--- src/itoa_pkg.sv ---
// Package for the integer-to-ASCII formatter: field widths, format codes,
// character constants and the command and status types shared by its modules.
// Depends on nothing.
package itoa_pkg;

   localparam int FUNC_W   = 3;
   localparam int VALUE_W  = 32;
   localparam int CHAR_W   = 7;
   localparam int COUNT_W  = 4;
   localparam int BCD_DIGITS = 10;
   localparam int BCD_W    = 4 * BCD_DIGITS;
   localparam int CNT_W    = 6;

   localparam logic [FUNC_W-1:0] FMT_BIN  = 3'd0;
   localparam logic [FUNC_W-1:0] FMT_HEXP = 3'd1;
   localparam logic [FUNC_W-1:0] FMT_HEX  = 3'd2;
   localparam logic [FUNC_W-1:0] FMT_SDEC = 3'd3;
   localparam logic [FUNC_W-1:0] FMT_UDEC = 3'd4;

   localparam logic [CNT_W-1:0] CNT_BIN  = 6'd32;
   localparam logic [CNT_W-1:0] CNT_HEX  = 6'd8;
   localparam logic [CNT_W-1:0] CNT_CONV = 6'd32;
   localparam logic [CNT_W-1:0] CNT_DEC  = 6'd10;

   localparam logic [CHAR_W-1:0] CHAR_ZERO  = 7'h30;
   localparam logic [CHAR_W-1:0] CHAR_A_LC  = 7'h61;
   localparam logic [CHAR_W-1:0] CHAR_X_LC  = 7'h78;
   localparam logic [CHAR_W-1:0] CHAR_MINUS = 7'h2d;
   localparam logic [3:0]        HEX_TEN    = 4'd10;

   typedef logic [2:0] emit_type;
   localparam emit_type EMIT_NONE  = 3'd0;
   localparam emit_type EMIT_ZERO  = 3'd1;
   localparam emit_type EMIT_X     = 3'd2;
   localparam emit_type EMIT_MINUS = 3'd3;
   localparam emit_type EMIT_DIGIT = 3'd4;

   typedef struct packed {
      logic     load;
      logic     conv;
      emit_type emit_kind;
   } itoa_cmd_type;

   typedef struct packed {
      logic can_load;
      logic cnt_one;
      logic neg;
   } itoa_sts_type;

endpackage

--- src/itoa_req_if.sv ---
// Request channel of the integer-to-ASCII formatter: valid, ready and payload.
// Depends on itoa_pkg for the field widths.
interface itoa_req_if;
   logic                          valid;
   logic                          ready;
   logic [itoa_pkg::FUNC_W-1:0]   func;
   logic [itoa_pkg::VALUE_W-1:0]  value;

   modport source (output valid, output func, output value, input ready);
   modport sink   (input valid, input func, input value, output ready);
endinterface

--- src/itoa_rsp_if.sv ---
// Response channel of the integer-to-ASCII formatter: valid, ready and payload.
// Depends on itoa_pkg for the field widths.
interface itoa_rsp_if;
   logic                          valid;
   logic                          ready;
   logic [itoa_pkg::CHAR_W-1:0]   character;
   logic                          is_last;
   logic [itoa_pkg::COUNT_W-1:0]  digit_count;

   modport source (output valid, output character, output is_last, output digit_count,
                   input ready);
   modport sink   (input valid, input character, input is_last, input digit_count,
                   output ready);
endinterface

--- src/itoa_ctrl.sv ---
// Controller state machine of the integer-to-ASCII formatter.
// Depends on itoa_pkg; drives the datapath itoa_dp through command signals.
module itoa_ctrl (
   input  logic                        clock,
   input  logic                        reset,
   input  logic                        req_valid,
   input  logic [itoa_pkg::FUNC_W-1:0] req_func,
   output logic                        req_ready,
   input  itoa_pkg::itoa_sts_type      sts,
   output itoa_pkg::itoa_cmd_type      cmd
);
   import itoa_pkg::*;

   localparam logic [2:0] ST_IDLE   = 3'd0;
   localparam logic [2:0] ST_PFX0   = 3'd1;
   localparam logic [2:0] ST_PFXX   = 3'd2;
   localparam logic [2:0] ST_CONV   = 3'd3;
   localparam logic [2:0] ST_SIGN   = 3'd4;
   localparam logic [2:0] ST_DIGITS = 3'd5;

   logic [2:0] state_ff;
   logic [2:0] state_in;

   always_comb begin
      state_in      = state_ff;
      req_ready     = 1'b0;
      cmd.load      = 1'b0;
      cmd.conv      = 1'b0;
      cmd.emit_kind = EMIT_NONE;
      unique case (state_ff)
         ST_IDLE: begin
            req_ready = 1'b1;
            if (req_valid) begin
               cmd.load = 1'b1;
               unique case (req_func)
                  FMT_BIN:  state_in = ST_DIGITS;
                  FMT_HEXP: state_in = ST_PFX0;
                  FMT_HEX:  state_in = ST_DIGITS;
                  FMT_SDEC: state_in = ST_CONV;
                  FMT_UDEC: state_in = ST_CONV;
                  default:  state_in = ST_IDLE;
               endcase
            end
         end
         ST_PFX0: begin
            if (sts.can_load) begin
               cmd.emit_kind = EMIT_ZERO;
               state_in      = ST_PFXX;
            end
         end
         ST_PFXX: begin
            if (sts.can_load) begin
               cmd.emit_kind = EMIT_X;
               state_in      = ST_DIGITS;
            end
         end
         ST_CONV: begin
            cmd.conv = 1'b1;
            if (sts.cnt_one) begin
               state_in = sts.neg ? ST_SIGN : ST_DIGITS;
            end
         end
         ST_SIGN: begin
            if (sts.can_load) begin
               cmd.emit_kind = EMIT_MINUS;
               state_in      = ST_DIGITS;
            end
         end
         ST_DIGITS: begin
            if (sts.can_load) begin
               cmd.emit_kind = EMIT_DIGIT;
               if (sts.cnt_one) begin
                  state_in = ST_IDLE;
               end
            end
         end
         default: state_in = ST_IDLE;
      endcase
   end

   always_ff @(posedge clock) begin
      if (reset) begin
         state_ff <= ST_IDLE;
      end else begin
         state_ff <= state_in;
      end
   end

endmodule

--- src/itoa_dp.sv ---
// Datapath of the integer-to-ASCII formatter: double-dabble converter, digit
// shifter with zero suppression and the response output register.
// Depends on itoa_pkg; commanded by itoa_ctrl.
module itoa_dp (
   input  logic                          clock,
   input  logic                          reset,
   input  logic [itoa_pkg::FUNC_W-1:0]   req_func,
   input  logic [itoa_pkg::VALUE_W-1:0]  req_value,
   input  itoa_pkg::itoa_cmd_type        cmd,
   output itoa_pkg::itoa_sts_type        sts,
   input  logic                          rsp_ready,
   output logic                          rsp_valid,
   output logic [itoa_pkg::CHAR_W-1:0]   rsp_character,
   output logic                          rsp_is_last,
   output logic [itoa_pkg::COUNT_W-1:0]  rsp_digit_count
);
   import itoa_pkg::*;

   logic [VALUE_W-1:0] bin_ff, bin_in;
   logic [BCD_W-1:0]   dig_ff, dig_in;
   logic [BCD_W-1:0]   adj;
   logic [CNT_W-1:0]   cnt_ff, cnt_in;
   logic               bin_mode_ff, bin_mode_in;
   logic               on_ff, on_in;
   logic [COUNT_W-1:0] ndig_ff, ndig_in;
   logic               neg_ff, neg_in;
   logic               out_valid_ff, out_valid_in;
   logic [CHAR_W-1:0]  out_char_ff, out_char_in;
   logic               out_last_ff, out_last_in;
   logic [COUNT_W-1:0] out_count_ff, out_count_in;

   logic [3:0]         digit;
   logic [CHAR_W-1:0]  digit_char;
   logic               cnt_one;
   logic               show;
   logic               counted;
   logic [COUNT_W-1:0] ndig_next;
   logic               can_load;
   logic               wr;
   logic               load_neg;

   always_comb begin
      for (int i = 0; i < BCD_DIGITS; i++) begin
         adj[4*i +: 4] = (dig_ff[4*i +: 4] >= 4'd5) ? dig_ff[4*i +: 4] + 4'd3
                                                    : dig_ff[4*i +: 4];
      end
   end

   assign digit      = bin_mode_ff ? {3'b000, dig_ff[BCD_W-1]} : dig_ff[BCD_W-1 -: 4];
   assign digit_char = (digit >= HEX_TEN) ? CHAR_A_LC + {3'b000, digit - HEX_TEN}
                                          : CHAR_ZERO + {3'b000, digit};
   assign cnt_one    = (cnt_ff == 6'd1);
   assign show       = bin_mode_ff || on_ff || (digit != 4'd0) || cnt_one;
   assign counted    = !bin_mode_ff && (on_ff || (digit != 4'd0));
   assign ndig_next  = ndig_ff + {3'b000, counted};
   assign can_load   = !out_valid_ff || rsp_ready;
   assign load_neg   = (req_func == FMT_SDEC) && req_value[VALUE_W-1];

   always_comb begin
      bin_in       = bin_ff;
      dig_in       = dig_ff;
      cnt_in       = cnt_ff;
      bin_mode_in  = bin_mode_ff;
      on_in        = on_ff;
      ndig_in      = ndig_ff;
      neg_in       = neg_ff;
      out_char_in  = out_char_ff;
      out_last_in  = out_last_ff;
      out_count_in = out_count_ff;
      wr           = 1'b0;

      if (cmd.load) begin
         neg_in      = load_neg;
         bin_in      = load_neg ? (~req_value + 32'd1) : req_value;
         bin_mode_in = (req_func == FMT_BIN);
         on_in       = 1'b0;
         ndig_in     = '0;
         if (req_func == FMT_SDEC || req_func == FMT_UDEC) begin
            dig_in = '0;
            cnt_in = CNT_CONV;
         end else begin
            dig_in = {req_value, 8'h00};
            cnt_in = (req_func == FMT_BIN) ? CNT_BIN : CNT_HEX;
         end
      end else if (cmd.conv) begin
         dig_in = {adj[BCD_W-2:0], bin_ff[VALUE_W-1]};
         bin_in = {bin_ff[VALUE_W-2:0], 1'b0};
         cnt_in = cnt_one ? CNT_DEC : cnt_ff - 6'd1;
      end

      unique case (cmd.emit_kind)
         EMIT_NONE: begin
         end
         EMIT_ZERO: begin
            wr           = 1'b1;
            out_char_in  = CHAR_ZERO;
            out_last_in  = 1'b0;
            out_count_in = '0;
         end
         EMIT_X: begin
            wr           = 1'b1;
            out_char_in  = CHAR_X_LC;
            out_last_in  = 1'b0;
            out_count_in = '0;
         end
         EMIT_MINUS: begin
            wr           = 1'b1;
            out_char_in  = CHAR_MINUS;
            out_last_in  = 1'b0;
            out_count_in = '0;
         end
         EMIT_DIGIT: begin
            wr           = show;
            out_char_in  = digit_char;
            out_last_in  = cnt_one;
            out_count_in = cnt_one ? ndig_next : '0;
            dig_in       = bin_mode_ff ? {dig_ff[BCD_W-2:0], 1'b0}
                                       : {dig_ff[BCD_W-5:0], 4'h0};
            cnt_in       = cnt_ff - 6'd1;
            on_in        = on_ff || (digit != 4'd0);
            ndig_in      = ndig_next;
         end
         default: begin
         end
      endcase

      out_valid_in = wr ? 1'b1 : (rsp_ready ? 1'b0 : out_valid_ff);
   end

   always_ff @(posedge clock) begin
      if (reset) begin
         out_valid_ff <= 1'b0;
      end else begin
         out_valid_ff <= out_valid_in;
      end
      bin_ff      <= bin_in;
      dig_ff      <= dig_in;
      cnt_ff      <= cnt_in;
      bin_mode_ff <= bin_mode_in;
      on_ff       <= on_in;
      ndig_ff     <= ndig_in;
      neg_ff      <= neg_in;
      if (wr) begin
         out_char_ff  <= out_char_in;
         out_last_ff  <= out_last_in;
         out_count_ff <= out_count_in;
      end
   end

   assign sts.can_load    = can_load;
   assign sts.cnt_one     = cnt_one;
   assign sts.neg         = neg_ff;
   assign rsp_valid       = out_valid_ff;
   assign rsp_character   = out_char_ff;
   assign rsp_is_last     = out_last_ff;
   assign rsp_digit_count = out_count_ff;

`ifndef ASSERT_OFF
   a_count_only_last: assert property (@(posedge clock) disable iff (reset)
      out_valid_ff && !out_last_ff |-> out_count_ff == '0)
      else $error("Digit count set on a character that is not the last.");

   a_count_range: assert property (@(posedge clock) disable iff (reset)
      out_valid_ff |-> out_count_ff <= 4'd10)
      else $error("Digit count exceeds ten.");

   a_emit_room: assert property (@(posedge clock) disable iff (reset)
      cmd.emit_kind != EMIT_NONE |-> can_load)
      else $error("Character emitted while the output register is held.");

   a_counter_live: assert property (@(posedge clock) disable iff (reset)
      cmd.conv || cmd.emit_kind == EMIT_DIGIT |-> cnt_ff != '0)
      else $error("Step counter exhausted during conversion or digit output.");
`endif

endmodule

--- src/integer_to_ascii_formatter_core.sv ---
// Integer-to-ASCII formatter, top level: joins the controller and the datapath
// to the request and response channels. Depends on itoa_pkg, itoa_req_if,
// itoa_rsp_if, itoa_ctrl and itoa_dp.
//
// Each request (format code and 32-bit value) produces its text one character
// per response, the last one flagged and carrying the count of significant
// digits (zero for binary). Requests are handled one at a time; a new one is
// taken once the previous one's final character has entered the output
// register. Binary and hex step over every digit position, hex suppressing
// leading zeros without skipping their steps (after the "0x" prefix if asked
// for); decimal digits follow the 32-step double-dabble conversion and, for a
// negative signed value, a minus sign. Each character waits for the output
// register to be free. Codes 5 to 7 are accepted and produce no response.
module integer_to_ascii_formatter_core (
   input logic         clock,
   input logic         reset,
   itoa_req_if.sink    req_ch,
   itoa_rsp_if.source  rsp_ch
);
   import itoa_pkg::*;

   itoa_cmd_type cmd;
   itoa_sts_type sts;

   itoa_ctrl u_ctrl (
      .clock     (clock),
      .reset     (reset),
      .req_valid (req_ch.valid),
      .req_func  (req_ch.func),
      .req_ready (req_ch.ready),
      .sts       (sts),
      .cmd       (cmd)
   );

   itoa_dp u_dp (
      .clock           (clock),
      .reset           (reset),
      .req_func        (req_ch.func),
      .req_value       (req_ch.value),
      .cmd             (cmd),
      .sts             (sts),
      .rsp_ready       (rsp_ch.ready),
      .rsp_valid       (rsp_ch.valid),
      .rsp_character   (rsp_ch.character),
      .rsp_is_last     (rsp_ch.is_last),
      .rsp_digit_count (rsp_ch.digit_count)
   );

endmodule
--- src/flat_wrapper.sv ---
// flat-port wrapper written by rule: the top's interface ports become plain ports
module integer_to_ascii_formatter_core_flat import itoa_pkg::*;
  (clock, reset, req_ch_valid, req_ch_func, req_ch_value, req_ch_ready, rsp_ch_valid, rsp_ch_character, rsp_ch_is_last, rsp_ch_digit_count, rsp_ch_ready);
  itoa_req_if req_ch_i ();
  itoa_rsp_if rsp_ch_i ();
  input logic clock;
  input logic reset;
  input wire logic [$bits(req_ch_i.valid)-1:0] req_ch_valid;
  input wire logic [$bits(req_ch_i.func)-1:0] req_ch_func;
  input wire logic [$bits(req_ch_i.value)-1:0] req_ch_value;
  output wire logic [$bits(req_ch_i.ready)-1:0] req_ch_ready;
  output wire logic [$bits(rsp_ch_i.valid)-1:0] rsp_ch_valid;
  output wire logic [$bits(rsp_ch_i.character)-1:0] rsp_ch_character;
  output wire logic [$bits(rsp_ch_i.is_last)-1:0] rsp_ch_is_last;
  output wire logic [$bits(rsp_ch_i.digit_count)-1:0] rsp_ch_digit_count;
  input wire logic [$bits(rsp_ch_i.ready)-1:0] rsp_ch_ready;
  assign req_ch_i.valid = req_ch_valid;
  assign req_ch_i.func = req_ch_func;
  assign req_ch_i.value = req_ch_value;
  assign req_ch_ready = req_ch_i.ready;
  assign rsp_ch_valid = rsp_ch_i.valid;
  assign rsp_ch_character = rsp_ch_i.character;
  assign rsp_ch_is_last = rsp_ch_i.is_last;
  assign rsp_ch_digit_count = rsp_ch_i.digit_count;
  assign rsp_ch_i.ready = rsp_ch_ready;
  integer_to_ascii_formatter_core u_core (.clock(clock), .reset(reset), .req_ch(req_ch_i), .rsp_ch(rsp_ch_i));
endmodule
--- config.mk ---
export PLATFORM = sky130hd
export DESIGN_NAME = integer_to_ascii_formatter_core_flat
export DESIGN_NICKNAME = d
export VERILOG_FILES = /design/src/itoa_pkg.sv /design/src/itoa_req_if.sv /design/src/itoa_rsp_if.sv /design/src/itoa_ctrl.sv /design/src/itoa_dp.sv /design/src/integer_to_ascii_formatter_core.sv /design/src/flat_wrapper.sv
export SDC_FILE = /design/constraint.sdc
export NUM_CORES = 1
export LEC_CHECK = 0
export BUFFER_PORTS_ARGS = -buffer_cell sky130_fd_sc_hd__buf_2
export CAP_MARGIN = 20
export CORE_MARGIN = 2
export CORE_UTILIZATION = 45
export DETAILED_ROUTE_END_ITERATION = 10
export PLACE_DENSITY = 0.65
export SKIP_CTS_REPAIR_TIMING = 1
export SLEW_MARGIN = 20
export SYNTH_ARGS = -nofsm -noshare
export SYNTH_HDL_FRONTEND = slang
export SYNTH_HIERARCHICAL = 1
export SYNTH_SLANG_ARGS = --single-unit
--- constraint.sdc ---
create_clock -name clock -period 6.7 [get_ports clock]
set_clock_uncertainty 0.1 [all_clocks]
set_input_delay 0.335 -clock clock [delete_from_list [all_inputs] [get_ports clock]]
set_output_delay 0.335 -clock clock [all_outputs]
set_load 0.03 [all_outputs]
==> flow_summary_export.csv <==
group,metric,value,unit
timing,setup_viol,0,
clocking,clk_pin_slew,60,ps
setup_path,arrival,3880,ps
die,start_util,45.50,%
final_layout,seqCellArea,2963,sq um
global_routing,grt_usage,19.81,%
timing,clock.fmax,257.6,MHz
final_layout,fin_cells,923,
synth,synth_most_common_cell,"edfxtp_1",
die,io_pins,53,
placed_design,dp_cells,908,
setup_path,slowest_delay,670,ps
global_routing,grt_pass1_vias,5002,
timing,finalCritPeriodShare,57.93,%
power_and_ir_drop,vdd_drop_max,0.1915,mV
clocking,insertion_delay,350,ps
placed_design,portBuffers,51,
setup_path,cp-start-kind,"flip-flop",
synth,synth_fp_nets,773,
route,routed_via_density,5.778,
final_layout,syn2layout_area_growth,9.567,%
route,ant_nets,0,
timing,slew_headroom,33.53,%
setup_path,worstSetupPathDepth,8,
synth,synth_edf_count,96,
synth,netlist_top_cells_area,"edfxtp_1 42%, a21oi_1 5.6%, ha_1 5.1%, mux2i_1 5.0%, xor2_1 4.0%",
final_layout,antenna_cells,0,
clocking,cts_sinks,100,
final_layout,multi_input_area,3567,sq um
setup_path,cp_max_fo,48,
setup_path,cp_slowest_cell,"nor3b_2",
route,drtPass1Iterations,5,
synth,syn_area,6840,sq um
setup_path,crit_required,6700,ps
global_routing,grt_max_degree,76,
setup_path,crit_type,"flip-flop to flip-flop",
global_routing,grt-ovfl-total,0,
setup_path,cp_num_buf_inv,3,
route,detail_route.wl_per_cell,17.11,um
final_layout,num-nets-final,798,
synth,synth_common_cells,"96 x edfxtp_1, 76 x a21oi_1, 68 x nor2_1",
setup_path,ff2ff_path_depth,8,
synth,synth-main-ff-cell,"edfxtp_1",
setup_path,cp-end-kind,"flip-flop",
timing,fin_crit,3882,ps
route,drc,0,
route,drt_iter0_drc,411,
timing,tns,0,ps
placed_design,gp_congestion,0.8323,
job,drv_cap,0,
setup_path,path_cells,"inv_1 -> nor3_1 -> nor3b_2 -> buf_4 -> nor2_1 -> inv_1 -> nor3_1 -> a221o_1",
die,row_count,45,
hold_path,hold_path.class,"input port to flip-flop",
synth,synth_async_sr_flop_share,0,%
clocking,cts_buffer_depth,2,
global_routing,antenna_found_initial,0,
synth,ys_warn_count,6,
synth,ys_types,63,
die,die_area,16200,sq um
clocking,numCtsBuffers,9,
final_layout,fill_cells,1341,
power_and_ir_drop,finalPower,3.791,mW
global_routing,grt_pass1_wl,25.60,mm
die,die_w,127.3,um
timing,finalHoldViolCount,0,
final_layout,drive_above_1_share,13.06,%
setup_path,critPathTopFamily,"simple AND/OR/NAND/NOR gates",
clocking,root_buffer,"clkbuf_16",
clocking,cts_htree_levels,3,
timing,worst_pin_slew,997.1,ps
die,die_h,127.3,um
synth,ys_seq_area_share,43.31,%
synth,synth_seq_cells,100,
synth,synth_top_area_share,42.14,%
power_and_ir_drop,leakage,2.768,nW
synth,yosysTopAreaCell,"edfxtp_1",
hold_path,holdPathStages,2,
timing,rsz0062_at_grt,"false",
synth,syn-instance-count,706,
power_and_ir_drop,power_density,505.9,nW/um^2
synth,synth_area_per_cell,9.689,sq um
die,core_area,15030,sq um
status,status,"finished, final reports clean",
clocking,tritoncts,"yes",
timing,slew_violations,0,
placed_design,hpwl,11.13,mm
route,num_vias,5333,
route,wl,15.79,mm
==> per-layer routing <==
| metal | wire (um) | vias up | track usage, % |
|---|---|---|---|
| met5 | 0 | - | 0 |
| met4 | 295 | 0 | 7.434 |
| met3 | 517 | 19 | 2.596 |
| met2 | 7320 | 109 | 30.51 |
| met1 | 7655 | 2562 | 28.63 |
| li1 | - | 2643 | - |
==> cells by family (layout without fill, tap and decap cells) <==
group                    Yosys count  in the layout  synth area share, %
multiplexers                      44             44                6.622
AND/OR/NAND/NOR                  212            212                15.31
adder cells (fa/ha/maj)           28             28                5.122
flip-flops                       100            100                43.31
XOR/XNOR                          54             54                6.914
AO/OA/AOI/OAI                    190            190                17.89
other                              1              1              0.05482
buffers and inverters             77            106                4.774
==> registers in the layout, summed over array words and instances, names as in the netlist <==
signal / count
u_core/u_dp/dig_ff: 40
u_core/u_dp/bin_ff: 32
u_core/u_dp/cnt_ff: 6
u_core/u_dp/rsp_character: 6
u_core/u_dp/ndig_ff: 4
u_core/u_dp/rsp_digit_count: 4
u_core/u_ctrl/state_ff: 3
u_core/u_dp/bin_mode_ff: 1
u_core/u_dp/neg_ff: 1
u_core/u_dp/on_ff: 1
u_core/u_dp/rsp_is_last: 1
u_core/u_dp/rsp_valid: 1
==> worst paths after layout <==
path	to	startpoint	slack (ps)
setup / recovery	u_core/u_dp/dig_ff[12]	u_core/u_ctrl/state_ff[2]	2820
hold / removal	u_core/u_dp/rsp_valid	reset	90
setup reg to reg	u_core/u_dp/dig_ff[12]	u_core/u_ctrl/state_ff[2]	2820
hold reg to reg	u_core/u_dp/bin_ff[25]	u_core/u_dp/bin_ff[24]	480
==> layout by cell type, fill, tap and decap left out, types with 22 or more instances in the layout <==
cell type	instances
edfxtp_1	96
nand2_1	54
mux2i_1	34
xor2_1	31
inv_1	34
o21ai_0	26
nor2_1	68
nor3_1	22
buf_2	51
a21oi_1	75
xnor2_1	23
ha_1	28
==> metrics by stage <==
step                      hold slack [ps]  area (sq um)  worst slack (ps)  util [%]
after CTS                           74.94          7491              2836     49.83
after detailed placement            449.6          7186              2778     47.80
after floorplan                     307.4          6840              2974         -
after global placement              444.7          7186              2906     47.80
after global routing                90.19          7495              2447     49.85
final                               85.12          7495              2818     49.85
==> report_power, final <==
group / total, mW / switching [mW] / internal, mW
sequential: 1.48 / 0.278 / 1.21
clock: 0.547 / 0.225 / 0.322
combinational: 1.76 / 1.04 / 0.719
==> cell type report <==
| cell class | count | share of cell area, % |
|---|---|---|
| Sequential cell | 100 | 39.53 |
| Clock inverter | 6 | 1.068 |
| Tap cell | 188 | 3.139 |
| Timing Repair Buffer | 56 | 3.907 |
| Inverter | 35 | 1.753 |
| Multi-Input combinational cell | 529 | 47.60 |
| Clock buffer | 9 | 3.005 |
No activity file was read; power rests on OpenSTA's default activity.
